[config.mk]
export PLATFORM = sky130hd
export DESIGN_NAME = dsh_stencil_pipe_flat
export DESIGN_NICKNAME = d
export VERILOG_FILES = /design/src/rtl/dsh_pkg.sv /design/src/rtl/dsh_if.sv /design/src/rtl/dsh_stencil_pipe.sv /design/src/flat_wrapper.sv
export SDC_FILE = /design/constraint.sdc
export NUM_CORES = 2
export LEC_CHECK = 0
export BUFFER_PORTS_ARGS = -buffer_cell sky130_fd_sc_hd__buf_4
export CAP_MARGIN = 30
export CORE_MARGIN = 2
export CORE_UTILIZATION = 60
export CTS_BUF_LIST = sky130_fd_sc_hd__clkbuf_16
export DETAILED_ROUTE_END_ITERATION = 16
export PLACE_DENSITY = 0.8
export SKIP_LAST_GASP = 1
export SYNTH_ARGS = -nofsm -noshare
export SYNTH_HDL_FRONTEND = slang
export SYNTH_SLANG_ARGS = --single-unit
[constraint.sdc]
create_clock -name clk -period 11.5 [get_ports clk]
set_input_delay 0.575 -clock clk [delete_from_list [all_inputs] [get_ports clk]]
set_output_delay 0.575 -clock clk [all_outputs]
set_load 0.02 [all_outputs]
[src/rtl/dsh_pkg.sv]
package dsh_pkg;

  // grid limits
  localparam int MAX_WIDTH  = 1024;
  localparam int MAX_HEIGHT = 1024;
  localparam int COL_W      = $clog2(MAX_WIDTH);
  localparam int ROW_W      = $clog2(MAX_HEIGHT);

  // field and register widths
  localparam int VOLT_W     = 24;
  localparam int COEF_W     = 16;
  localparam int SIZE_W     = 11;
  localparam int CFG_IDX_W  = 2;
  localparam int CFG_DATA_W = 16;

  // arithmetic widths
  localparam int DIFF_W = VOLT_W + 2;
  localparam int PROD_W = COEF_W + 1 + DIFF_W;
  localparam int BASE_W = VOLT_W + COEF_W;
  localparam int ACC_W  = BASE_W + 6;
  localparam int Q_W    = ACC_W - COEF_W;

  // register indexes
  localparam logic [CFG_IDX_W-1:0] REG_COEF_VERTICAL   = 2'd0;
  localparam logic [CFG_IDX_W-1:0] REG_COEF_HORIZONTAL = 2'd1;
  localparam logic [CFG_IDX_W-1:0] REG_GRID_WIDTH      = 2'd2;
  localparam logic [CFG_IDX_W-1:0] REG_GRID_HEIGHT     = 2'd3;

  // reset values
  localparam logic [COEF_W-1:0] COEF_RESET = 16'd5825;
  localparam logic [SIZE_W-1:0] SIZE_RESET = 11'd1024;

  typedef logic signed [VOLT_W-1:0] volt_t;

  // registered read data of both row stores
  typedef struct packed {
    volt_t even_a;
    volt_t even_b;
    volt_t odd_a;
    volt_t odd_b;
  } row_rd_t;

  // the five neighbors of one cell plus the end-of-grid mark
  typedef struct packed {
    volt_t ctr;
    volt_t up;
    volt_t dn;
    volt_t lf;
    volt_t rt;
    logic  done;
  } stencil_op_t;

endpackage

[src/rtl/dsh_if.sv]


interface dsh_result_if import dsh_pkg::*; ();
  logic  valid;
  logic  ready;
  volt_t voltage_out;
  logic  grid_done;

  modport source (output valid, output voltage_out, output grid_done, input ready);
  modport sink (input valid, input voltage_out, input grid_done, output ready);
endinterface


[src/rtl/dsh_stencil_pipe.sv]
module dsh_stencil_pipe import dsh_pkg::*; (
  input  logic               clk,
  input  logic               rst,
  input  logic               op_valid,
  output logic               op_ready,
  input  stencil_op_t        op,
  input  logic [COEF_W-1:0]  coef_vertical,
  input  logic [COEF_W-1:0]  coef_horizontal,
  dsh_result_if.source       result
);

  localparam logic [COEF_W-1:0] HALF = COEF_W'(1) << (COEF_W - 1);

  // stage 2: second differences
  logic                     s2_valid;
  volt_t                    s2_ctr;
  logic signed [DIFF_W-1:0] s2_dv;
  logic signed [DIFF_W-1:0] s2_dh;
  logic                     s2_done;

  // stage 3: weighted differences
  logic                     s3_valid;
  logic signed [BASE_W-1:0] s3_base;
  logic signed [PROD_W-1:0] s3_pv;
  logic signed [PROD_W-1:0] s3_ph;
  logic                     s3_done;

  // output register
  logic                     out_valid;
  volt_t                    out_volt;
  logic                     out_done;

  logic                     s3_move;
  logic                     s3_ready;
  logic                     s2_move;
  logic signed [ACC_W-1:0]  acc;
  logic signed [Q_W-1:0]    q;
  logic                     sat;
  volt_t                    rounded;

  assign s3_move  = s3_valid && (!out_valid || result.ready);
  assign s3_ready = !s3_valid || s3_move;
  assign s2_move  = s2_valid && s3_ready;
  assign op_ready = !s2_valid || s2_move;

  always_ff @(posedge clk) begin
    if (rst) begin
      s2_valid <= 1'b0;
    end else if (op_ready) begin
      s2_valid <= op_valid;
    end
  end

  always_ff @(posedge clk) begin
    if (op_valid && op_ready) begin
      s2_ctr  <= op.ctr;
      s2_dv   <= DIFF_W'(op.up) + DIFF_W'(op.dn) - (DIFF_W'(op.ctr) <<< 1);
      s2_dh   <= DIFF_W'(op.lf) + DIFF_W'(op.rt) - (DIFF_W'(op.ctr) <<< 1);
      s2_done <= op.done;
    end
  end

  always_ff @(posedge clk) begin
    if (rst) begin
      s3_valid <= 1'b0;
    end else if (s3_ready) begin
      s3_valid <= s2_valid;
    end
  end

  // center scaled by 2^16 with the rounding half folded into the low bits
  always_ff @(posedge clk) begin
    if (s2_move) begin
      s3_base <= $signed({s2_ctr, HALF});
      s3_pv   <= $signed({1'b0, coef_vertical}) * s2_dv;
      s3_ph   <= $signed({1'b0, coef_horizontal}) * s2_dh;
      s3_done <= s2_done;
    end
  end

  assign acc = ACC_W'(s3_base) + ACC_W'(s3_pv) + ACC_W'(s3_ph);
  assign q   = acc[ACC_W-1:COEF_W];
  assign sat = (q[Q_W-1:VOLT_W-1] != '0) && (q[Q_W-1:VOLT_W-1] != '1);

  always_comb begin
    if (!sat) begin
      rounded = q[VOLT_W-1:0];
    end else if (q[Q_W-1]) begin
      rounded = {1'b1, {(VOLT_W-1){1'b0}}};
    end else begin
      rounded = {1'b0, {(VOLT_W-1){1'b1}}};
    end
  end

  always_ff @(posedge clk) begin
    if (rst) begin
      out_valid <= 1'b0;
    end else if (s3_move) begin
      out_valid <= 1'b1;
    end else if (result.ready) begin
      out_valid <= 1'b0;
    end
  end

  always_ff @(posedge clk) begin
    if (s3_move) begin
      out_volt <= rounded;
      out_done <= s3_done;
    end
  end

  assign result.valid       = out_valid;
  assign result.voltage_out = out_volt;
  assign result.grid_done   = out_done;

endmodule

[src/flat_wrapper.sv]
// flat-port wrapper written by rule: the top's interface ports become plain ports
module dsh_stencil_pipe_flat import dsh_pkg::*;
  (clk, rst, op_valid, op_ready, op, coef_vertical, coef_horizontal, result_valid, result_voltage_out, result_grid_done, result_ready);
  dsh_result_if result_i ();
  input  logic clk;
  input  logic rst;
  input  logic op_valid;
  output logic op_ready;
  input  stencil_op_t op;
  input  logic [COEF_W-1:0] coef_vertical;
  input  logic [COEF_W-1:0] coef_horizontal;
  output wire logic [$bits(result_i.valid)-1:0] result_valid;
  output wire logic [$bits(result_i.voltage_out)-1:0] result_voltage_out;
  output wire logic [$bits(result_i.grid_done)-1:0] result_grid_done;
  input wire logic [$bits(result_i.ready)-1:0] result_ready;
  assign result_valid = result_i.valid;
  assign result_voltage_out = result_i.voltage_out;
  assign result_grid_done = result_i.grid_done;
  assign result_i.ready = result_ready;
  dsh_stencil_pipe u_core (.clk(clk), .rst(rst), .op_valid(op_valid), .op_ready(op_ready), .op(op), .coef_vertical(coef_vertical), .coef_horizontal(coef_horizontal), .result(result_i));
endmodule
==> results.yml <==
outcome:
  status: "finished clean"
grt:
  antenna_found_initial: 0
  gr-usage-met3_pct: 4.32
  grt_use_total_pct: 29.6
  grt-ovfl-total: 0
  grt_use_met1_pct: 38.6
  grt_start_max_net_pins: 62
  grt_pass1_wl_mm: 172
  gr-max-usage-layer: "met2"
  first_global_vias: 33600
  gr-usage-met2_pct: 49.6
drt:
  drt-vias-per-instance: 5.58
  vias: 30900
  ant_nets: 0
  drt_pass1_iterations: 6
  totalWireLength_mm: 104
  route.detailed.drc: 0
  drtIter0Drc: 2366
  wire_per_inst_um: 18.8
flow_run:
  cap_violations: 0
placed_design:
  dp_hpwl_mm: 83.3
  io_buffers: 183
  gp_congestion: 0.939
  placed_area_um2: 45100
synth:
  yosys.area_share.adder_pct: 50.4
  synth_mux_area_share_pct: 0.0466
  ys_ff_latch: 216
  synthesis.nets: 5854
  synth_area_um2: 43000
  post_synth.cell_area_avg_um2: 9.57
  synth_edf_count: 213
  yosysUniqueCellTypes: 74
  synth-xor-area-share_pct: 2.95
  ys_seq_area_share_pct: 15.0
  yosys_warnings: 0
  synth_top_family_by_area: "adder cells"
  synth-async-reset-ratio_pct: 0
  synth_compound_area_share_pct: 7.25
  yosys.area_share.simple_pct: 12.7
  synth_flop_cell: "edfxtp_1"
  netlist_instances: 4495
sta:
  maxSlewViolCount: 0
  finalHoldViolations: 0
  skew_ns: 0.0268
  fin_crit_sh_pct: 64.0
  period_needed_ns: 7.36
  finalSetupTns_ns: 0
  setup_viol: 0
  rsz0062_at_grt: "no"
  max_slew_margin_pct: 24.7
  hold_slack_ns: 0.214
  worst_slew_pin_slew_ns: 1.12
  fmaxAchievable_mhz: 136
clock_network:
  clock_latency_ns: 0.55
  htree_levels: 1
  path_clk_slew_ns: 0.07
  clockRootBuffer: "clkbuf_16"
  cts_setup_buffers: 0
  clock-sinks: 216
  ctsResizeCount: 0
  cts_buffers: 24
  ctsHoldBuffers: 0
  cts_tree: "done"
  cts_buffer_depth: 3
floorplan:
  core_area_um2: 71200
  initial_core_util_pct: 60.4
  dieArea_um2: 73800
  ioPinCount: 184
  die_w_um: 272
  fp-row-count: 98
  die_h_um: 272
critical_path:
  setup.worst_path.end_class: "flip-flop"
  criticalPathCategory: "reg2reg"
  rr_worst_depth: 22
  crit_path_max_fanout: 16
  critical_path_arrival_ns: 7.64
  crit_required_ns: 11.78
  critPathLaunchType: "flip-flop"
layout:
  synthToLayoutAreaGrowth_pct: 6.86
  postLayoutCellArea_um2: 46000
  drive_gt1_share_pct: 6.02
  fin_nets: 5927
worst_hold_path:
  worstHoldPathCells: 2
  min_path_type: "in2reg"
==> Yosys cell counts, types with 4 or more instances <==
library cell  count  area (um2)
inv_1          1172        4400
fa_1            885       17700
nand2_1         563        2110
and2_1          335        2100
ha_1            317        3970
edfxtp_1        213        6400
clkbuf_1        144         541
a21oi_1         125         626
xnor2_1          97         850
nor2_1           95         357
a21o_1           84         631
o21ai_0          68         340
xor2_1           48         420
o21a_1           33         248
nand3_1          29         145
nor3_1           22         110
a21oi_2          21         184
nor2b_1          21         131
a211oi_1         20         150
nand2b_1         20         125
nand4_1          17         106
and3_1           16         100
a31oi_1          15        93.8
o21bai_1         12        90.1
o211ai_1         10        75.1
o22ai_1           6        37.5
a21boi_0          5        37.5
o21ai_1           5        25.0
or2_2             5        31.3
a2111oi_0         4        35.0
a311o_1           4        40.0
nor4_1            4        25.0
==> registers in the layout, indices dropped and copies added (netlist names) <==
| signal | cells |
|---|---|
| u_core.s3_done | 1 |
| u_core.s3_valid | 1 |
| u_core.s3_ph | 43 |
| u_core.s2_valid | 1 |
| u_core.s3_pv | 43 |
| u_core.s3_base | 24 |
| u_core.s2_done | 1 |
| u_core.result.grid_done | 1 |
| u_core.result.voltage_out | 24 |
| u_core.s2_ctr | 24 |
| u_core.s2_dh | 26 |
| u_core.s2_dv | 26 |
| u_core.result.valid | 1 |
==> through the flow <==
step	cells	setup slack [ns]	utilization, %
floorplan	4495	2.05	-
global placement	5491	4.44	63.3
detailed placement	5492	4.21	63.4
CTS	5535	4.26	64.5
global route	5535	3.81	64.5
finish	5536	4.14	64.5
==> final timing paths <==
check,startpoint,endpoint,slack [ns]
worst max-delay path,u_core.s2_dv[14],u_core.s3_pv[41],4.14
worst min register to register,u_core.s2_ctr[5],u_core.s3_base[21],0.41
worst max register to register,u_core.s2_dv[14],u_core.s3_pv[41],4.14
worst min-delay path,rst,u_core.s3_valid,0.21
==> critical path, stage by stage (launching register included) <==
cell and delay (ns):
edfxtp_1 0.71, and2_1 0.33, fa_1 0.54, inv_1 0.05, fa_1 0.54, inv_1 0.06, fa_1 0.50, inv_1 0.06
fa_1 0.55, fa_1 0.43, fa_1 0.49, inv_1 0.04, ha_1 0.37, nand2_1 0.12, nor3_1 0.19, o311ai_0 0.26
a21oi_1 0.41, nor2_1 0.10, a31oi_1 0.37, a41oi_1 0.28, or2_2 0.37, o21ai_0 0.22, xor2_1 0.10
==> final cells by class <==
cell class                 count  area (um2)
antenna                        1        2.50
multi-input combinational   2959       31600
fill                        5710       25300
tap                          950        1190
timing repair buffer         195        1480
clock buffer                  24         601
inverter                    1172        4400
clock inverter                19         216
sequential                   216        6460
==> placed cells by master, fill, tap and decap left out, types with 4 or more instances in the layout <==
master | Yosys | final
bufinv_16 | 0 | 4
nand3_1 | 29 | 29
nor4_1 | 4 | 4
clkinv_1 | 0 | 6
edfxtp_1 | 213 | 213
a311o_1 | 4 | 4
nand4_1 | 17 | 17
inv_1 | 1172 | 1172
nand2b_1 | 20 | 20
xor2_1 | 48 | 48
a31oi_1 | 15 | 14
o21ai_0 | 68 | 68
ha_1 | 317 | 317
o21a_1 | 33 | 33
o211ai_1 | 10 | 10
a2111oi_0 | 4 | 4
nor2_1 | 95 | 95
nand2_1 | 563 | 563
and3_1 | 16 | 16
xnor2_1 | 97 | 97
a21oi_1 | 125 | 125
o22ai_1 | 6 | 6
buf_4 | 2 | 194
nor2b_1 | 21 | 20
a21o_1 | 84 | 84
o21bai_1 | 12 | 12
fa_1 | 885 | 885
or2_2 | 5 | 5
o21ai_1 | 5 | 5
a211oi_1 | 20 | 20
a21oi_2 | 21 | 21
clkbuf_16 | 0 | 24
nor3_1 | 22 | 22
and2_1 | 335 | 335
a21boi_0 | 5 | 4
==> logic make-up (layout without fill, tap and decap cells) <==
kind of cell    Yosys count  after routing
xor+xnor                145            145
other cells               0              1
buf+inv                1320           1410
fa+ha+maj              1202           1202
simple gates           1145           1145
flops                   216            216
compound gates          465            465
mux                       2              2
==> per-layer routing <==
layer | share of wire [%] | vias up
li1 | - | 13700
met3 | 7.6 | 298
met5 | 0 | -
met4 | 5.2 | 0
met1 | 39 | 15600
met2 | 49 | 1297
Power is left out: the tool's default activity adds up to more than one toggle a clock period on the data nets, which glitch-free logic cannot reach.
